## src/sv/spa_pkg.sv

```systemverilog
// Shared types and constants for the sparse polynomial accumulator.
package spa_pkg;

    // Table size and the widths that follow from it.
    localparam int MAX_TERMS = 32;
    localparam int CNT_W     = $clog2(MAX_TERMS + 1);
    localparam int IDX_W     = $clog2(MAX_TERMS);
    localparam int COEF_W    = 32;
    localparam int EXP_W     = 16;
    localparam int MODE_W    = 2;
    localparam int STATUS_W  = 3;

    // Item operation codes.
    typedef enum logic [MODE_W-1:0] {
        MODE_ADD   = 2'd0,
        MODE_CLEAR = 2'd1,
        MODE_DUMP  = 2'd2,
        MODE_NONE  = 2'd3
    } t_mode;

    // Result status codes.
    typedef enum logic [STATUS_W-1:0] {
        STAT_ADDED   = 3'd0,
        STAT_FULL    = 3'd1,
        STAT_CLEARED = 3'd2,
        STAT_TERM    = 3'd3,
        STAT_EMPTY   = 3'd4
    } t_status;

    // One stored term.
    typedef struct packed {
        logic [EXP_W-1:0]  expo;
        logic [COEF_W-1:0] coef;
    } t_term;

    // Access request to the term memory.
    typedef struct packed {
        logic             we;
        logic [IDX_W-1:0] waddr;
        t_term            wdata;
        logic             re;
        logic [IDX_W-1:0] raddr;
    } t_mem_req;

    // One result item handed to the output stage.
    typedef struct packed {
        t_status           status;
        logic [COEF_W-1:0] coef;
        logic [EXP_W-1:0]  expo;
        logic              last;
    } t_result;

endpackage

```

## src/sv/spa_term_mem.sv

```systemverilog
// Term table memory: one write port and one registered read port.
module spa_term_mem (
    input  logic              i_clk,
    input  spa_pkg::t_mem_req i_req,
    output spa_pkg::t_term    o_rdata
);
    import spa_pkg::*;

    t_term r_mem [MAX_TERMS];
    t_term r_rdata;

    // Write and read; read data holds until the next read.
    always_ff @(posedge i_clk) begin
        if (i_req.we) begin
            r_mem[i_req.waddr] <= i_req.wdata;
        end
        if (i_req.re) begin
            r_rdata <= r_mem[i_req.raddr];
        end
    end

    assign o_rdata = r_rdata;

endmodule

```

## src/sv/spa_out_stage.sv

```systemverilog
// Output register that holds one result item until it is taken.
module spa_out_stage (
    input  logic                          i_clk,
    input  logic                          i_rst_n,
    input  logic                          i_load,
    input  spa_pkg::t_result              i_result,
    output logic                          o_can_load,
    output logic                          o_out_valid,
    input  logic                          i_out_ready,
    output logic [spa_pkg::STATUS_W-1:0]  o_status,
    output logic signed [spa_pkg::COEF_W-1:0] o_out_coefficient,
    output logic [spa_pkg::EXP_W-1:0]     o_out_exponent,
    output logic                          o_last
);
    import spa_pkg::*;

    logic    r_valid;
    t_result r_result;

    // The slot is free when empty or when its item leaves this cycle.
    assign o_can_load = !r_valid || i_out_ready;

    // Valid flag.
    always_ff @(posedge i_clk) begin
        if (!i_rst_n) begin
            r_valid <= 1'b0;
        end else if (i_load) begin
            r_valid <= 1'b1;
        end else if (i_out_ready) begin
            r_valid <= 1'b0;
        end
    end

    // Payload.
    always_ff @(posedge i_clk) begin
        if (i_load && o_can_load) begin
            r_result <= i_result;
        end
    end

    assign o_out_valid       = r_valid;
    assign o_status          = r_result.status;
    assign o_out_coefficient = r_result.coef;
    assign o_out_exponent    = r_result.expo;
    assign o_last            = r_result.last;

endmodule

```

## src/sv/spa_ctrl.sv

```systemverilog
// Sequencer that searches, shifts, updates and dumps the term memory.
module spa_ctrl (
    input  logic                         i_clk,
    input  logic                         i_rst_n,
    input  logic                         i_in_valid,
    output logic                         o_in_ready,
    input  logic [spa_pkg::MODE_W-1:0]   i_mode,
    input  logic [spa_pkg::COEF_W-1:0]   i_coef,
    input  logic [spa_pkg::EXP_W-1:0]    i_expo,
    output spa_pkg::t_mem_req            o_mem_req,
    input  spa_pkg::t_term               i_rdata,
    input  logic                         i_can_load,
    output logic                         o_res_load,
    output spa_pkg::t_result             o_result
);
    import spa_pkg::*;

    typedef enum logic [7:0] {
        ST_IDLE   = 8'b0000_0001,
        ST_EMIT   = 8'b0000_0010,
        ST_S_RD   = 8'b0000_0100,
        ST_S_CMP  = 8'b0000_1000,
        ST_SH_CHK = 8'b0001_0000,
        ST_SH_WR  = 8'b0010_0000,
        ST_D_RD   = 8'b0100_0000,
        ST_D_OUT  = 8'b1000_0000
    } t_state;

    t_state            r_state, n_state;
    logic [CNT_W-1:0]  r_count, n_count;
    logic [CNT_W-1:0]  r_pos, n_pos;
    logic [CNT_W-1:0]  r_sh, n_sh;
    logic [COEF_W-1:0] r_coef, n_coef;
    logic [EXP_W-1:0]  r_expo, n_expo;
    t_status           r_pend, n_pend;
    logic [CNT_W-1:0]  w_pos_inc;
    logic [CNT_W-1:0]  w_sh_dec;
    logic              w_full;

    assign w_pos_inc  = r_pos + CNT_W'(1);
    assign w_sh_dec   = r_sh - CNT_W'(1);
    assign w_full     = (r_count == CNT_W'(MAX_TERMS));
    assign o_in_ready = (r_state == ST_IDLE);

    // Next-state and memory request logic.
    always_comb begin
        n_state    = r_state;
        n_count    = r_count;
        n_pos      = r_pos;
        n_sh       = r_sh;
        n_coef     = r_coef;
        n_expo     = r_expo;
        n_pend     = r_pend;
        o_mem_req  = '0;
        o_res_load = 1'b0;
        o_result   = '0;

        unique case (r_state)
            ST_IDLE: begin
                if (i_in_valid) begin
                    n_coef = i_coef;
                    n_expo = i_expo;
                    unique case (t_mode'(i_mode))
                        MODE_ADD: begin
                            if (r_count == '0) begin
                                // Empty table: the term goes straight to the front.
                                o_mem_req.we    = 1'b1;
                                o_mem_req.waddr = '0;
                                o_mem_req.wdata = '{expo: i_expo, coef: i_coef};
                                n_count = CNT_W'(1);
                                n_pend  = STAT_ADDED;
                                n_state = ST_EMIT;
                            end else begin
                                n_pos   = '0;
                                n_state = ST_S_RD;
                            end
                        end
                        MODE_CLEAR: begin
                            n_count = '0;
                            n_pend  = STAT_CLEARED;
                            n_state = ST_EMIT;
                        end
                        MODE_DUMP: begin
                            if (r_count == '0) begin
                                n_pend  = STAT_EMPTY;
                                n_state = ST_EMIT;
                            end else begin
                                n_pos   = '0;
                                n_state = ST_D_RD;
                            end
                        end
                        default: begin
                            n_state = ST_IDLE;
                        end
                    endcase
                end
            end
            ST_EMIT: begin
                // Single result of an add or clear, or the empty dump.
                if (i_can_load) begin
                    o_res_load      = 1'b1;
                    o_result.status = r_pend;
                    o_result.last   = 1'b1;
                    n_state         = ST_IDLE;
                end
            end
            ST_S_RD: begin
                o_mem_req.re    = 1'b1;
                o_mem_req.raddr = r_pos[IDX_W-1:0];
                n_state         = ST_S_CMP;
            end
            ST_S_CMP: begin
                if (i_rdata.expo == r_expo) begin
                    // Exponent present: accumulate in place.
                    o_mem_req.we    = 1'b1;
                    o_mem_req.waddr = r_pos[IDX_W-1:0];
                    o_mem_req.wdata = '{expo: r_expo, coef: i_rdata.coef + r_coef};
                    n_pend  = STAT_ADDED;
                    n_state = ST_EMIT;
                end else if (i_rdata.expo < r_expo && w_pos_inc != r_count) begin
                    n_pos   = w_pos_inc;
                    n_state = ST_S_RD;
                end else if (w_full) begin
                    n_pend  = STAT_FULL;
                    n_state = ST_EMIT;
                end else begin
                    // Insert point found; open a gap from the top down.
                    n_pos   = (i_rdata.expo < r_expo) ? w_pos_inc : r_pos;
                    n_sh    = r_count;
                    n_state = ST_SH_CHK;
                end
            end
            ST_SH_CHK: begin
                if (r_sh == r_pos) begin
                    o_mem_req.we    = 1'b1;
                    o_mem_req.waddr = r_pos[IDX_W-1:0];
                    o_mem_req.wdata = '{expo: r_expo, coef: r_coef};
                    n_count = r_count + CNT_W'(1);
                    n_pend  = STAT_ADDED;
                    n_state = ST_EMIT;
                end else begin
                    o_mem_req.re    = 1'b1;
                    o_mem_req.raddr = w_sh_dec[IDX_W-1:0];
                    n_state         = ST_SH_WR;
                end
            end
            ST_SH_WR: begin
                o_mem_req.we    = 1'b1;
                o_mem_req.waddr = r_sh[IDX_W-1:0];
                o_mem_req.wdata = i_rdata;
                n_sh            = w_sh_dec;
                n_state         = ST_SH_CHK;
            end
            ST_D_RD: begin
                o_mem_req.re    = 1'b1;
                o_mem_req.raddr = r_pos[IDX_W-1:0];
                n_state         = ST_D_OUT;
            end
            ST_D_OUT: begin
                // Read data holds while the output slot is busy.
                if (i_can_load) begin
                    o_res_load      = 1'b1;
                    o_result.status = STAT_TERM;
                    o_result.coef   = i_rdata.coef;
                    o_result.expo   = i_rdata.expo;
                    o_result.last   = (w_pos_inc == r_count);
                    if (w_pos_inc == r_count) begin
                        n_state = ST_IDLE;
                    end else begin
                        n_pos   = w_pos_inc;
                        n_state = ST_D_RD;
                    end
                end
            end
            default: begin
                n_state = ST_IDLE;
            end
        endcase
    end

    // Control state.
    always_ff @(posedge i_clk) begin
        if (!i_rst_n) begin
            r_state <= ST_IDLE;
            r_count <= '0;
        end else begin
            r_state <= n_state;
            r_count <= n_count;
        end
    end

    // Working registers.
    always_ff @(posedge i_clk) begin
        r_pos  <= n_pos;
        r_sh   <= n_sh;
        r_coef <= n_coef;
        r_expo <= n_expo;
        r_pend <= n_pend;
    end

endmodule

```

## src/sv/sparse_polynomial_accumulator.sv

```systemverilog
// Top level of the sparse polynomial accumulator.
//
//   Channel | Handshake                   | Payload
//   --------+-----------------------------+-----------------------------------------
//   input   | i_in_valid / o_in_ready     | i_mode, i_term_coefficient, i_term_exponent
//   output  | o_out_valid / i_out_ready   | o_status, o_out_coefficient,
//           |                             | o_out_exponent, o_last
//
// An add reads and compares the stored terms one by one, in the order of their
// exponents, until it finds its own exponent, which it accumulates in place, or its
// insert point; there it moves the terms above up one place each to open a gap, or
// drops the term when the table is full. The search and the move are paced by the
// single read port of the term memory. An empty table takes the term at the front.
// Reset empties the table at once; the memory itself is not cleared.
// A busy output slot stalls the sequencer in place; no item is taken until the
// current one has handed over all of its results.
module sparse_polynomial_accumulator (
    input  logic                              i_clk,
    input  logic                              i_rst_n,
    input  logic                              i_in_valid,
    output logic                              o_in_ready,
    input  logic [spa_pkg::MODE_W-1:0]        i_mode,
    input  logic signed [spa_pkg::COEF_W-1:0] i_term_coefficient,
    input  logic [spa_pkg::EXP_W-1:0]         i_term_exponent,
    output logic                              o_out_valid,
    input  logic                              i_out_ready,
    output logic [spa_pkg::STATUS_W-1:0]      o_status,
    output logic signed [spa_pkg::COEF_W-1:0] o_out_coefficient,
    output logic [spa_pkg::EXP_W-1:0]         o_out_exponent,
    output logic                              o_last
);
    import spa_pkg::*;

    t_mem_req w_mem_req;
    t_term    w_rdata;
    logic     w_can_load;
    logic     w_res_load;
    t_result  w_result;

    // Sequencer.
    spa_ctrl u_ctrl (
        .i_clk      (i_clk),
        .i_rst_n    (i_rst_n),
        .i_in_valid (i_in_valid),
        .o_in_ready (o_in_ready),
        .i_mode     (i_mode),
        .i_coef     (i_term_coefficient),
        .i_expo     (i_term_exponent),
        .o_mem_req  (w_mem_req),
        .i_rdata    (w_rdata),
        .i_can_load (w_can_load),
        .o_res_load (w_res_load),
        .o_result   (w_result)
    );

    // Term table.
    spa_term_mem u_mem (
        .i_clk   (i_clk),
        .i_req   (w_mem_req),
        .o_rdata (w_rdata)
    );

    // Output register.
    spa_out_stage u_out (
        .i_clk             (i_clk),
        .i_rst_n           (i_rst_n),
        .i_load            (w_res_load),
        .i_result          (w_result),
        .o_can_load        (w_can_load),
        .o_out_valid       (o_out_valid),
        .i_out_ready       (i_out_ready),
        .o_status          (o_status),
        .o_out_coefficient (o_out_coefficient),
        .o_out_exponent    (o_out_exponent),
        .o_last            (o_last)
    );

endmodule

```

## config.mk

```make
export PLATFORM = sky130hd
export DESIGN_NAME = sparse_polynomial_accumulator
export DESIGN_NICKNAME = d
export VERILOG_FILES = /design/src/sv/spa_pkg.sv /design/src/sv/spa_term_mem.sv /design/src/sv/spa_out_stage.sv /design/src/sv/spa_ctrl.sv /design/src/sv/sparse_polynomial_accumulator.sv
export SDC_FILE = /design/constraint.sdc
export NUM_CORES = 2
export LEC_CHECK = 0
export BUFFER_PORTS_ARGS = -buffer_cell sky130_fd_sc_hd__buf_2
export CAP_MARGIN = 25
export CORE_MARGIN = 3
export CORE_UTILIZATION = 63
export CTS_CLUSTER_DIAMETER = 50
export DETAILED_ROUTE_END_ITERATION = 6
export PLACE_DENSITY_LB_ADDON = 0.12
export SLEW_MARGIN = 10
export SYNTH_ARGS = -nofsm -noshare
export SYNTH_HDL_FRONTEND = slang
export SYNTH_HIERARCHICAL = 1
export SYNTH_SLANG_ARGS = --single-unit
```

## constraint.sdc

```tcl
create_clock -name i_clk -period 6.9 [get_ports i_clk]
set_clock_uncertainty 0.1 [all_clocks]
set_input_delay 0.69 -clock i_clk [delete_from_list [all_inputs] [get_ports i_clk]]
set_output_delay 0.69 -clock i_clk [all_outputs]
set_load 0.03 [all_outputs]
```

# [Yosys cells after proc, flatten, opt, wreduce, memory -nomap -nowiden]
# Memories as Yosys holds them, arrays and structs flattened. A register that Yosys moved wholly into a read port is not among the register bits.
# Cells that the tools add are included.
[word_totals] regBits=130 ramBits=1536 input_bits=54 output_inout_bits=54 word_cells=130 memories=1
[op_classes] addsub=4 order_cmp=1 eq_ne=33 muxes=58 reduce_logical=21
[memory_table] memory="u_mem.r_mem" depth=32 width=48 rd=1 rd_clocked_by_memory_dff=1 wr=1 line_no="spa_term_mem.sv:9" rtl="t_term r_mem [MAX_TERMS];"
[ops] cell="$mux W54" count=5
[ops] cell="$pmux W54 S4" count=1
[ops] cell="$mux W6" count=17
[ops] cell="$pmux W8 S8" count=1
[ops] cell="$mux W51" count=1
[ops] cell="$pmux W6 S2" count=4
[ops] cell="$mux W8" count=5
[ops] cell="$add A32 B32 Y32" count=1
[ops] cell="$mux W3" count=9
[ops] cell="$pmux W7 S3" count=1
[ops] cell="$pmux W3 S3" count=2
[ops] cell="$pmux W6 S3" count=1
[ops] cell="$eq A16 B16 Y1" count=1
[ops] cell="$lt A16 B16 Y1" count=1
[ops] cell="$mux W7" count=2
[ops] cell="$ne A2 B2 Y1 const B" count=7
[ops] cell="$add A6 B1 Y6 const B" count=2
[ops] cell="$eq A6 B6 Y1" count=2
[ops] cell="$ne A3 B1 Y1 const B" count=3
[ops] cell="$ne A3 B2 Y1 const B" count=3
[ops] cell="$reduce_and A9 Y1" count=1
[ops] cell="$eq A8 B1 Y1 const B" count=1
[ops] cell="$eq A8 B2 Y1 const B" count=1
[ops] cell="$eq A8 B3 Y1 const B" count=1
[ops] cell="other kinds (30)" count=44

# [Depth between registers and ports, before layout]
[depth] word_depth=7 depth_mapped=14

# [Cells and area by module]
# The synthesis kept the hierarchy.
[modules_own_cells] mod="spa_term_mem" n_inst=1 cells_per_inst=3364 area_each_um2=61205.0 seq_area_each_um2=47565.6
[modules_own_cells] mod="spa_ctrl" n_inst=1 cells_per_inst=752 area_each_um2=6641.4 seq_area_each_um2=2172.1
[modules_own_cells] mod="spa_out_stage" n_inst=1 cells_per_inst=57 area_each_um2=1619.1 seq_area_each_um2=1581.5

# [Least setup slack after synthesis]
# Ideal clock, no wire load.
[synth_path] path_kind="register to register" from="register, netlist name u_mem/o_rdata[39]" to="memory u_mem/r_mem[17][0] (netlist name) (enable)" arrival_ns=4.819 slack_ns=1.527 path_stages_with_launch=11 path_buffers=2 synth_period_minus_slack_ns=5.373 path_cell_list="edfxtp_1 ha_1 nand4_1 or4_1 or2_1 buf_2 o21ai_1 buf_2 a22o_1 or3b_2 nor2_1"
[synth_lines] element="end, declared" line_no="spa_term_mem.sv:9"

==> impl_metrics.yaml <==
run_status:
  status: "complete, but fails checks"
  violations: "design-rule violations"
pwr:
  vdd_ir_drop_max_mv: 0.216
  p_leak_nw: 24.2
  powerDensity_mw_per_mm2: 273
floorplanning:
  die_w_um: 338
  rows: 121
  initial_core_util_pct: 63.6
  die_h_um: 338
  die-area_sq_mm: 0.114
  core-area_sq_mm: 0.109
  ios: 108
grt:
  grt_pass1_vias: 38501
  overflow: 0
  grt_usage_pct: 32.6
  grt_max_degree: 115
  grt_pass1_wl_um: 267000
  antenna_found_initial: 5
placement:
  postPlaceCellArea_sq_mm: 0.0721
  port_buffers: 107
  place.gp.congestion: 0.901
  pre_cts_ws_ns: 1.87
  dp_hpwl_um: 108000
setup_path:
  worstSetupPathType: "reg2reg"
  rr_startpoint: "u_mem/o_rdata[33]"
  required_ns: 7.23
  cp-start-kind: "flip-flop"
  crit_fanout: 29
  cp_data_arrival_time_ns: 5.37
  crit_start: "u_mem/o_rdata[33]"
  end_kind: "flip-flop"
synthesis:
  syn_area_sq_mm: 0.0695
  synth_edf_count: 1699
  synth-async-reset-ratio_pct: 0
  avgSynthCellArea_sq_um: 16.6
  netlist_instances: 4173
  synth_ff_type: "edfxtp_1"
  yosysSeqAreaShare_pct: 73.9
  yosys_warnings: 6
  synthDistinctLibCells: 82
  ys_ff_latch: 1714
  syn-num-nets: 4279
clock_tree:
  cts_buffers: 170
  path_clk_slew_ns: 0.06
  cts_sinks: 1714
  cts_hold_buf: 24
  clock_latency_ns: 0.77
  cts_setup_buffers: 0
  clockBufferDepth: 3
  htree_levels: 4
  cts_tree: "built"
  clock-root-buffer: "clkbuf_16"
  cts_resized: 0
timing:
  fmax_ghz: 0.199
  hold_violations: 0
  setup_tns_ns: 0
  relSlewSlack_pct: 30.5
  hold_slack_ns: 0.0438
  worstMarginPinSlew_ns: 1.04
  fin_ws_ns: 1.86
  slew_violations: 0
  period_share_pct: 73.0
  setup_viol: 0
  fin_crit_ns: 5.04
  rsz0062_at_grt: "false"
final_layout:
  synthToLayoutAreaGrowth_pct: 12.2
  nets: 4498
  utilization_pct: 71.4
  final_area_sq_mm: 0.0780
  fillers: 6870
  final_layout_size_suffix_gt1_share_pct: 12.9
  final_cell_mix: "edfxtp_1 (1699), mux2i_1 (769), nand2_1 (217), a21oi_1 (190), clkbuf_16 (179)"
  mostFrequentLayoutCell: "edfxtp_1"
run:
  cap_violations: 0
worst_hold_path:
  hold_path_class: "in2reg"
  worst_hold_startpoint: "i_term_exponent[14]"
detailed_routing:
  wire_per_inst_um: 30.9
  detail-route-antenna-nets: 0
  drt-pass1-iter-count: 7
  via_count: 39977
  drc_errors: 1
  routed_wl_um: 186000
  via_per_inst: 6.66
  drtIter0Drc: 5399
## worst max-delay path, stage by stage (launching register included)
cell      delay, ns
edfxtp_1       0.52
ha_1           0.37
nand4_1        0.14
or4_1          0.60
or2_2          0.32
o21ai_2        0.39
or3_1          0.27
or3b_2         0.71
nor2_4         0.87
buf_12         0.34
## flip-flops by register name, summed over array words and instances (netlist names)
name                     flops
u_mem/r_mem               1536
u_ctrl/r_pend                3
u_ctrl/r_coef               32
u_out/o_status               3
u_ctrl/r_sh                  6
u_out/o_last                 1
u_out/o_out_coefficient     32
u_ctrl/r_state               8
u_mem/o_rdata               48
u_ctrl/r_pos                 6
u_ctrl/r_count               6
u_out/o_out_valid            1
u_out/o_out_exponent        16
u_ctrl/r_expo               16
## metrics by stage
step / power, mW / std cells
after detailed placement: 12.4 / 5667
final: 21.3 / 6007
after CTS: 21.4 / 6000
after floorplan: 12.2 / 4173
after global routing: 21.9 / 6005
after global placement: 12.4 / 5663
## power by group
group          internal [mW]  total [mW]  switching, mW
registers               11.5        11.5         0.0390
clock network           5.27        9.06           3.79
logic                  0.214       0.712          0.498
## cell families after synthesis
kind of cell / share of synthesized area [%]
compound gates: 6.49
xor+xnor: 0.630
fa+ha+maj: 0.947
buf+inv: 2.29
flops: 73.9
mux: 11.1
simple gates: 4.68
## cells in the mapped netlist (all sizes together) (2+ instances only)
master,number,area [sq um]
xor2,25,219
edfxtp,1699,51000
nor4,9,86.3
a21oi,192,968
nor2b,6,37.5
nor3,56,285
o21a,4,30.0
and2,11,72.6
o41ai,2,25.0
nand3b,5,37.5
nand2b,13,88.8
nand4b,2,23.8
and3,53,333
nand4,12,75.1
a221oi,3,32.5
o21ai,62,310
o211ai,6,45.0
a22o,104,911
a211oi,4,35.0
dfxtp,15,300
a31oi,51,319
a21o,23,173
and2b,2,15.0
nor3b,5,52.6
clkbuf,88,340
a221o,5,50.1
nand4bb,2,43.8
or3b,4,35.0
nand2,220,828
or2,6,37.5
nand3,167,836
or3,4,25.0
a21boi,2,18.8
o31ai,2,15.0
inv,34,128
ha,51,638
a22oi,159,1190
xnor2,25,219
a222oi,28,280
nor2,78,303
mux2i,769,7700
o22ai,3,18.8
buf,148,1130
## area by class of cell
type	instances	area (sq um)	area share [%]
antenna	2	5.00	0.00642
timing repair buffer	283	2250	2.89
multi-input combinational	2189	16900	21.7
sequential	1714	51300	65.8
tap	1476	1850	2.37
inverter	34	128	0.164
clock buffer	220	4640	5.96
clock inverter	89	836	1.07
## final timing paths
| path | end | slack, ns | depth (start not counted) |
|---|---|---|---|
| max | u_mem/r_mem[20][39] | 1.86 | 9 |
| min | u_ctrl/r_expo[14] | 0.04 | 1 |
| max reg2reg | u_mem/r_mem[20][39] | 1.86 | 9 |
| min reg2reg | u_ctrl/r_count[1] | 0.47 | 2 |
## layer usage
layer  vias up  GRT usage, %  share of wire, %
li1      16974             -                 -
met1     20134          45.8                39
met2      2418          51.6                47
met3       451          5.11               9.5
met4         0          14.0               4.7
met5         -             0                 0
(Power assumes the default switching activity.)
